===== src/rtl/core/pfm_pkg.sv =====
// shared types and constants for the polynomial fractal membership block
`timescale 1ns / 1ps
package pfm_pkg;
  localparam int MaxDegreeDefault = 4;
  localparam int NumRegs = 8;
  localparam int FracBits = 28;
  localparam int CfgIdxW = 3;
  localparam int CfgDataW = 64;

  localparam logic [CfgIdxW-1:0] RegCoeff4 = 3'd0;
  localparam logic [CfgIdxW-1:0] RegCoeff3 = 3'd1;
  localparam logic [CfgIdxW-1:0] RegCoeff2 = 3'd2;
  localparam logic [CfgIdxW-1:0] RegCoeff1 = 3'd3;
  localparam logic [CfgIdxW-1:0] RegCoeff0 = 3'd4;
  localparam logic [CfgIdxW-1:0] RegCFlags = 3'd5;
  localparam logic [CfgIdxW-1:0] RegRadius = 3'd6;
  localparam logic [CfgIdxW-1:0] RegMaxIter = 3'd7;

  typedef enum logic [3:0] {
    ST_IDLE, ST_BOUND, ST_CHECK, ST_COEF, ST_MUL, ST_ADD, ST_FINAL, ST_DONE
  } pfm_state_t;

  // controller to datapath
  typedef struct packed {
    logic load;      // capture c, z = c
    logic bound;     // form bound from |c|^2 and the radius, whichever is larger
    logic coef_top;  // acc = coefficient of top power
    logic mul_start; // begin complex multiply acc * z
    logic add;       // acc = product + coefficient
    logic commit;    // z = acc
  } pfm_cmd_t;

  // datapath to controller
  typedef struct packed {
    logic in_bound;  // |z|^2 < bound
    logic mul_done;
    logic sat;       // saturation accumulated since the top coefficient of this step
  } pfm_status_t;
endpackage


===== src/rtl/core/pfm_ctrl.sv =====
// iteration controller for the fractal membership test
`timescale 1ns / 1ps
module pfm_ctrl #(
  parameter int MAX_DEGREE = pfm_pkg::MaxDegreeDefault
) (
  input  logic                 clk,
  input  logic                 rst,
  input  logic                 in_valid,
  output logic                 in_ready,
  output logic                 out_valid,
  input  logic                 out_ready,
  output logic                 in_set,
  input  logic [15:0]          max_iterations,
  input  pfm_pkg::pfm_status_t status,
  output pfm_pkg::pfm_cmd_t    cmd,
  output logic [$clog2(MAX_DEGREE+1)-1:0] power
);
  localparam int PW = $clog2(MAX_DEGREE + 1);
  pfm_pkg::pfm_state_t state, state_next;
  logic [15:0] iter;
  logic result;

  always_comb begin
    state_next = state;
    unique case (state)
      pfm_pkg::ST_IDLE:  if (in_valid) state_next = pfm_pkg::ST_BOUND;
      pfm_pkg::ST_BOUND: state_next = pfm_pkg::ST_CHECK;
      pfm_pkg::ST_CHECK:
        if (iter == max_iterations || !status.in_bound) state_next = pfm_pkg::ST_DONE;
        else state_next = pfm_pkg::ST_COEF;
      pfm_pkg::ST_COEF:  state_next = pfm_pkg::ST_MUL;
      pfm_pkg::ST_MUL:   if (status.mul_done) state_next = pfm_pkg::ST_ADD;
      pfm_pkg::ST_ADD:   state_next = pfm_pkg::ST_FINAL;
      pfm_pkg::ST_FINAL:
        if (status.sat) state_next = pfm_pkg::ST_DONE;
        else if (power == '0) state_next = pfm_pkg::ST_CHECK;
        else state_next = pfm_pkg::ST_MUL;
      pfm_pkg::ST_DONE:  if (out_ready) state_next = pfm_pkg::ST_IDLE;
      default: state_next = pfm_pkg::ST_IDLE;
    endcase
  end

  always_comb begin
    cmd = '0;
    cmd.load = (state == pfm_pkg::ST_IDLE) && in_valid;
    cmd.bound = (state == pfm_pkg::ST_BOUND);
    cmd.coef_top = (state == pfm_pkg::ST_COEF);
    cmd.mul_start = (state == pfm_pkg::ST_COEF) ||
                    (state == pfm_pkg::ST_FINAL && !status.sat && power != '0);
    cmd.add = (state == pfm_pkg::ST_MUL) && status.mul_done;
    cmd.commit = (state == pfm_pkg::ST_FINAL) && !status.sat && power == '0;
  end

  always_ff @(posedge clk) begin
    if (rst) begin
      state <= pfm_pkg::ST_IDLE;
      iter <= '0;
      power <= '0;
      result <= 1'b0;
    end else begin
      state <= state_next;
      unique case (state)
        pfm_pkg::ST_IDLE: iter <= '0;
        pfm_pkg::ST_CHECK: begin
          result <= status.in_bound;
          power <= PW'(MAX_DEGREE);
        end
        pfm_pkg::ST_COEF: power <= power - PW'(1);
        pfm_pkg::ST_FINAL: begin
          if (status.sat) result <= 1'b0;
          else if (power == '0) iter <= iter + 16'd1;
          else power <= power - PW'(1);
        end
        default: ;
      endcase
    end
  end

  assign in_ready = (state == pfm_pkg::ST_IDLE);
  assign out_valid = (state == pfm_pkg::ST_DONE);
  assign in_set = result;
endmodule


===== config.mk =====
export PLATFORM = sky130hd
export DESIGN_NAME = pfm_ctrl
export DESIGN_NICKNAME = d
export VERILOG_FILES = /design/src/rtl/core/pfm_pkg.sv /design/src/rtl/core/pfm_ctrl.sv
export SDC_FILE = /design/constraint.sdc
export NUM_CORES = 1
export LEC_CHECK = 0
export ABC_AREA = 1
export BUFFER_PORTS_ARGS = -buffer_cell sky130_fd_sc_hd__buf_4
export CORE_MARGIN = 2
export CORE_UTILIZATION = 54
export CTS_CLUSTER_SIZE = 25
export DETAILED_ROUTE_END_ITERATION = 7
export PLACE_DENSITY = 0.76
export SYNTH_ARGS = -nofsm -noshare
export SYNTH_HDL_FRONTEND = slang
export SYNTH_SLANG_ARGS = --single-unit

===== constraint.sdc =====
create_clock -name clk -period 1.75 [get_ports clk]
set_input_delay 0.175 -clock clk [delete_from_list [all_inputs] [get_ports clk]]
set_output_delay 0.175 -clock clk [all_outputs]
set_load 0.01 [all_outputs]

# --- After elaboration in Yosys (flattened, before gate mapping) ---
# Index checks and enable logic that the tools add are counted.
word_totals:
  register_bits: 24
  output_inout_bits: 12
  elab_cells: 55
op_classes:
  addsub: 2
  n_eq_ne: 15
  n_mux: 15
  n_reduce_logical: 19
op_table:
  columns: ["cell", "count"]
  rows:
  - ["$mux W16", 2]
  - ["$pmux W16 S2", 1]
  - ["$pmux W4 S8", 1]
  - ["$add A16 B1 Y16 const B", 1]
  - ["$eq A16 B16 Y1", 1]
  - ["$eq A4 B3 Y1 const B", 4]
  - ["$mux W3", 5]
  - ["$mux W4", 3]
  - ["$ne A2 B2 Y1 const B", 5]
  - ["$pmux W3 S3", 1]
  - ["$reduce_and A3 Y1", 3]
  - ["$eq A4 B2 Y1 const B", 2]
  - ["$reduce_bool A3 Y1", 2]
  - ["$logic_and A1 B1 Y1", 5]
  - ["$eq A4 B1 Y1 const B", 1]
  - ["$logic_not A4 Y1", 1]
  - ["$ne A2 B1 Y1 const B", 2]
  - ["$reduce_bool A2 Y1", 2]
  - ["$logic_not A3 Y1", 1]
  - ["$sub A3 B1 Y3 const B", 1]
  - ["$logic_not A1 Y1", 2]
  - ["$logic_or A1 B1 Y1", 2]
  - ["$pmux W1 S2", 1]
  - ["$reduce_and A2 Y1", 1]
  - ["$mux W1", 1]

# --- Longest topological paths before layout ---
# Gate-level depths: netlist of run 1.
logic_depth:
  depth_word: 4
  ltp_mapped: 12
  ltp_nobuf: 12

# --- Least setup slack after synthesis of run 1 ---
# No wires, ideal clock.
synth_timing:
  path_kind: "register to register"
  start: "register power[0]"
  end: "register iter[4]"
  t_arrival_ns: 1.411
  required_ns: 1.626
  slack_ns: 0.215
  path_stages_with_launch: 11
  n_path_buf: 1
  cell_sequence: "dfxtp_1 -> inv_1 -> ha_1 -> inv_1 -> nor2_1 -> nand3_2 -> nand2_4 -> inv_2 -> buf_6 -> o31ai_1 -> a21oi_1"
synth_between:
  elab_chain_cells: 3
synth_rtl:
  columns: ["item", "line_no", "text"]
  rows:
  - ["start, declared", "pfm_ctrl.sv:16", "output logic [$clog2(MAX_DEGREE+1)-1:0] power"]
  - ["start signal, assigned", "pfm_ctrl.sv:66", "power <= PW'(MAX_DEGREE);"]
  - ["start signal, assigned", "pfm_ctrl.sv:68", "pfm_pkg::ST_COEF: power <= power - PW'(1);"]
  - ["start signal, assigned", "pfm_ctrl.sv:72", "else power <= power - PW'(1);"]
  - ["$logic_not A3 Y1", "pfm_ctrl.sv:71", "else if (power == '0) iter <= iter + 16'd1;"]
  - ["$ne A2 B1 Y1 (no source line)", null, null]
  - ["$reduce_and A3 Y1 (no source line)", null, null]
  - ["end signal, assigned", "pfm_ctrl.sv:71", null]
  - ["end, declared", "pfm_ctrl.sv:20", "logic [15:0] iter;"]
# Every way passes these cells.
# A chain may end at the register's enable or synchronous reset.

==> results of run 1 <==
area by class of cell:
class	count	area, um^2
fillers	277	843.3
multi-input cells	188	967.2
repair buffers	38	285.3
clock buffers	3	22.52
flip-flops and latches	23	462.9
inverters	48	180.2
well taps	31	38.79
clock inverters	1	5.005
per-layer routing:
layer  GRT usage [%]  vias up  part of all wire [%]
met1           26.95      741                    45
met5               0        -                     0
met4           7.792        0                   1.5
met2           43.49       35                    50
met3           2.857        7                   3.8
li1                -      907                     -
flip-flops by register name, indices dropped and copies added, names as in the netlist:
register,cells
power,3
state,3
iter,16
in_set,1
power by group:
part | switching [mW] | internal (mW)
clock | 0.183 | 0.0860
sequential | 0.0517 | 0.566
combinational | 0.301 | 0.208
timing repair:
item                       in CTS  in global routing
setup endpoints to repair       1                  8
pin swaps                       0                  1
resized for setup               1                  4
buffers inserted                0                  2
gates cloned                    0                  0
per-stage QoR:
step / hold slack, ns / cells / total power [mW] / TNS (ns)
global placement: 0.4589 / 326 / 1.098 / 0
global route: 0.1187 / 332 / 1.475 / -0.05511
CTS: 0.1244 / 330 / 1.358 / 0
floorplan: 0.2535 / 262 / 0.9406 / 0
detailed placement: 0.4694 / 326 / 1.104 / 0
finish: 0.1190 / 332 / 1.396 / 0
path summary, 6_finish.rpt:
kind / startpoint / end / slack [ns]
max: power[0] / cmd[2] / 0.05
min: rst / iter[15] / 0.12
max reg2reg: power[1] / iter[8] / 0.13
min reg2reg: power[0] / power[0] / 0.46
worst max-delay path: stages, from the launching register on:
cell and delay [ns]:
dfxtp_2 0.38, inv_1 0.06, ha_1 0.18, inv_1 0.07, nor2_2 0.06, o21ai_2 0.13
inv_1 0.08, nor2_2 0.10, buf_4 0.13
cells in the final DEF, fill, tap and decap left out, types with 4 or more instances in the layout:
cell type,instances
a211oi_1,6
a21oi_1,18
buf_4,38
dfxtp_1,21
inv_1,47
nand2_1,73
nand3_1,9
nand4_1,9
nor2_1,29
nor3_1,7
o21ai_0,9
xnor2_1,4
cell families after synthesis:
group	synth area share (%)
fa+ha+maj	2.315
buf+inv	12.50
simple gates	40.74
compound gates	12.81
xor+xnor	3.241
flops	28.39
cell usage after synthesis:
master     n
nor4_1     1
a21oi_1   18
inv_1     47
nand3_2    1
xor2_1     2
nand3_1    9
nand4_1    9
nor2_4     3
nor2_1    31
o21a_1     1
o21ai_0    9
nand3_4    1
nand2_1   73
a211oi_1   6
clkbuf_1   1
o31ai_1    2
ha_1       3
nand3b_2   1
dfxtp_1   23
nor3_2     2
nand2_2    1
nand2_4    2
o21ai_1    1
inv_2      1
buf_4      1
xnor2_1    4
buf_6      1
nor3_1     7
and2_1     1
==> impl_metrics.json, run 1 <==
{
  "status": "complete, but fails checks",
  "violations": "design-rule violations",
  "cts_root_buf": "clkbuf_4",
  "holdBufCountCts": 0,
  "dr.pass1.iters": 8,
  "nNetsFinal": 328,
  "htreeDepth": 1,
  "synthCells": 262,
  "cp-start-kind": "flop",
  "yosysWarnings": 0,
  "post-route-drc-count": 2,
  "yosys-top-cells-area": "dfxtp_1 (28%), nand2_1 (17%), inv_1 (11%), nor2_1 (7.2%), a21oi_1 (5.6%)",
  "fin_util_pct": 69.94,
  "wl_per_cell_um": 11.61,
  "critPathArrivalTime_ns": 1.53,
  "cts.reportedPaths.clkPinSlew_ns": 0.14,
  "cellPowerDensity_nw_per_um2": 711.3,
  "placed_cell_area_um2": 1908,
  "clk_latency_ns": 0.33,
  "finalHoldViolCount": 0,
  "crit_fanout": 4,
  "tritoncts": "done",
  "finalWirelength_um": 3854,
  "final_area_um2": 1962,
  "syn_area_um2": 1622,
  "yosysSeqAreaShare_pct": 28.40,
  "numCtsBuffers": 3,
  "drive_gt1_share_pct": 19.60,
  "rsz0062_at_grt": "yes",
  "yosysTopAreaCellShare_pct": 28.40,
  "fp-row-count": 19,
  "max_freq_ghz": 0.5880,
  "final-setup-viol-count": 0,
  "die_area_um2": 3457,
  "peakVddDrop_mv": 0.4736,
  "dp_hpwl_um": 3001,
  "crit_type": "reg2out",
  "ios": 35,
  "via_per_inst": 5.090,
  "track_usage_pct": 23.25,
  "hp-class": "in2reg",
  "gp_congestion": 0.9123,
  "initial_core_util_pct": 57.81,
  "diodes": 0,
  "yosys_register_bits": 23,
  "relSlewSlack_pct": 75.54,
  "slew_violations": 0,
  "end_kind": "output port",
  "die_h_um": 58.80,
  "drt_iter0_markers": 49,
  "tightest_slew_ns": 0.3641,
  "grt_start_max_net_pins": 14,
  "syn-num-nets": 288,
  "areaGrowthSynthToFinish_pct": 20.99,
  "grt_pass1_vias": 1536,
  "synth_cell_types": 29,
  "hold_depth": 2,
  "grt_first_pass_wirelength_um": 6189,
  "finClkSkew_ns": 0.009837,
  "antenna_found_initial": 0,
  "grt_overflow": 0,
  "dr_total_vias": 1690,
  "synth.avg_cell_area_um2": 6.189,
  "dp_slack_ns": 0.1421,
  "cts_sinks": 23,
  "clockBufferDepth": 2,
  "period_needed_ns": 1.701,
  "maxCapViolations": 0,
  "period_share_pct": 97.18,
  "core_area_um2": 2805,
  "port-buffer-count": 34,
  "synth_area_leader_cell": "dfxtp_1",
  "reg2reg_depth": 11,
  "die_w_um": 58.80,
  "fin_ws_ns": 0.04931,
  "required_ns": 1.57,
  "ant_nets": 0,
  "leakagePower_nw": 0.9256
}
Power figures use the tool's default switching activity.
==> run 2: changes to the inputs <==
--- a/config.mk
+++ b/config.mk
@@ -7,11 +7,10 @@
 export LEC_CHECK = 0
 export ABC_AREA = 1
 export BUFFER_PORTS_ARGS = -buffer_cell sky130_fd_sc_hd__buf_4
-export CORE_MARGIN = 2
 export CORE_UTILIZATION = 54
 export CTS_CLUSTER_SIZE = 25
 export DETAILED_ROUTE_END_ITERATION = 7
-export PLACE_DENSITY = 0.76
+export PLACE_DENSITY = 0.85
 export SYNTH_ARGS = -nofsm -noshare
 export SYNTH_HDL_FRONTEND = slang
 export SYNTH_SLANG_ARGS = --single-unit
==> run 2 against run 1 <==
Cell area grew 0.51%. Highest routed layer unchanged. Critical path type unchanged. Largest cell class unchanged. The run still ends with design-rule violations left. Largest power group unchanged. Non-clock buffer count grew 1. Worst hold slack gained 0.0014 ns. Power shrank 1.0%. Clock skew grew 0.0034 ns. Die area shrank 6.7%.
==> impl_metrics.json, run 2 (synthesized netlist as in run 1, its figures left out) <==
{
  "die_h_um": 56.80,
  "r2r_end": "iter[8]",
  "nNetsFinal": 329,
  "r2r_setup_slack_ns": 0.13,
  "violations": "design-rule violations",
  "peakVddDrop_mv": 0.5027,
  "ant_nets": 0,
  "min_to": "state[2]",
  "min_from": "rst",
  "cellPowerDensity_nw_per_um2": 700.5,
  "crit_fanout": 4,
  "crit_type": "reg2out",
  "finalHoldViolCount": 0,
  "dp_hpwl_um": 3011,
  "slew_violations": 0,
  "cp-start-kind": "flop",
  "largest_reg_flops": 16,
  "grt_start_max_net_pins": 14,
  "swShare_pct": 37.29,
  "max_freq_ghz": 0.5866,
  "critPathArrivalTime_ns": 1.53,
  "maxCapViolations": 0,
  "drive_gt1_share_pct": 20.86,
  "fp-row-count": 19,
  "hold_depth": 2,
  "power_frac_clock_pct": 18.3,
  "grt_first_pass_wirelength_um": 6499,
  "finClkSkew_ns": 0.01322,
  "p_sw_mw": 0.5151,
  "clk_latency_ns": 0.32,
  "initial_core_util_pct": 57.81,
  "track_usage_pct": 25.46,
  "p_comb_share_pct": 37.1,
  "worstReg2RegStart": "power[1]",
  "hp-class": "in2reg",
  "reg2reg_depth": 11,
  "period_needed_ns": 1.705,
  "die_w_um": 56.80,
  "tightest_slew_ns": 0.3950,
  "rsz0062_at_grt": "yes",
  "core_area_um2": 2805,
  "die_area_um2": 3226,
  "grt_overflow": 0,
  "cts.reportedPaths.clkPinSlew_ns": 0.14,
  "htreeDepth": 1,
  "numCtsBuffers": 3,
  "holdBufCountCts": 0,
  "via_per_inst": 5.222,
  "drt_iter0_markers": 55,
  "relSlewSlack_pct": 73.57,
  "gp_congestion": 0.9202,
  "dp.cells": 325,
  "regMostFlops": "iter",
  "fin_cells": 333,
  "p_seq_share_pct": 44.7,
  "ios": 35,
  "tritoncts": "done",
  "final_cell_mix": "nand2_1 (73), inv_1 (45), buf_4 (39), nor2_1 (29), dfxtp_1 (20)",
  "grt_pass1_vias": 1559,
  "end_kind": "output port",
  "dr_total_vias": 1739,
  "diodes": 0,
  "required_ns": 1.57,
  "areaGrowthSynthToFinish_pct": 21.60,
  "post-route-drc-count": 2,
  "period_share_pct": 97.41,
  "cts_root_buf": "clkbuf_4",
  "cts_sinks": 23,
  "top_regs": "iter x16, power x3, state x3",
  "wl_per_cell_um": 11.54,
  "layout_commonest_cell": "nand2_1",
  "final-setup-viol-count": 0,
  "port-buffer-count": 34,
  "status": "complete, but fails checks",
  "setup_tns_ns": 0,
  "intPower_mw": 0.8663,
  "dr.pass1.iters": 8,
  "finalWirelength_um": 3843,
  "antenna_found_initial": 0,
  "leakagePower_nw": 0.9298,
  "clockBufferDepth": 2
}
## run 2: cell count changes in the layout (fill, tap and decap cells not counted), sizes merged
cell | previous run | this run
buf | 38 | 39
## run 2: stage by stage
step	area [um^2]	power [mW]	util (%)	hold WS, ns	worst slack (ns)
floorplan	1622	0.9406	-	0.2535	0.2153
global placement	1901	1.090	67.75	0.4623	0.1981
detailed placement	1901	1.101	67.75	0.4731	0.1034
CTS	1931	1.345	68.82	0.1309	0.01099
global route	1972	1.473	70.29	0.1256	-0.05493
finish	1972	1.381	70.29	0.1204	0.04529
## run 2: power by group through the flow
stage	clock (mW)	combinational [mW]	sequential, mW
after floorplan	0	0.318	0.623
after global placement	0	0.467	0.623
after detailed placement	0	0.477	0.624
after CTS	0.253	0.478	0.613
after global routing	0.281	0.568	0.624
final	0.252	0.512	0.617
## run 2: layer usage
layer / part of all wire [%] / wire [um] / track usage (%) / up-vias
li1: - / - / - / 909
met1: 45 / 1723 / 33.15 / 768
met2: 47 / 1795 / 44.05 / 55
met3: 6.9 / 267 / 2.995 / 7
met4: 1.5 / 57 / 7.317 / 0
met5: 0 / 0 / 0 / -
## run 2: area by class of cell
| type | instances | area, um^2 |
|---|---|---|
| fill | 245 | 833.3 |
| clock buffer | 3 | 22.52 |
| multi-input combinational | 188 | 965.9 |
| timing repair buffer | 39 | 292.8 |
| clock inverter | 1 | 5.005 |
| tap | 31 | 38.79 |
| inverter | 48 | 180.2 |
| sequential | 23 | 466.7 |
## run 2: worst max path at each step
stage / start / endpoint / slack [ns]
after floorplan: power[0] / iter[4] / 0.22
after global placement: power[0] / iter[8] / 0.20
after detailed placement: power[0] / iter[8] / 0.10
after CTS: state[2] / cmd[2] / 0.01
after global routing: power[0] / cmd[2] / -0.05
final: power[0] / cmd[2] / 0.05
## run 2: worst max-delay path, stage by stage (launching register included)
cell and delay [ns]:
dfxtp_2 0.38, inv_2 0.05, ha_2 0.17, inv_2 0.04, nor2_2 0.04, o21ai_1 0.17
inv_1 0.09, nor2_2 0.13, buf_4 0.13
## run 2: timing repair
action	CTS	global route
pin swaps	0	3
endpoints found under the setup margin	1	8
setup buffers	0	4
resized for setup	2	7
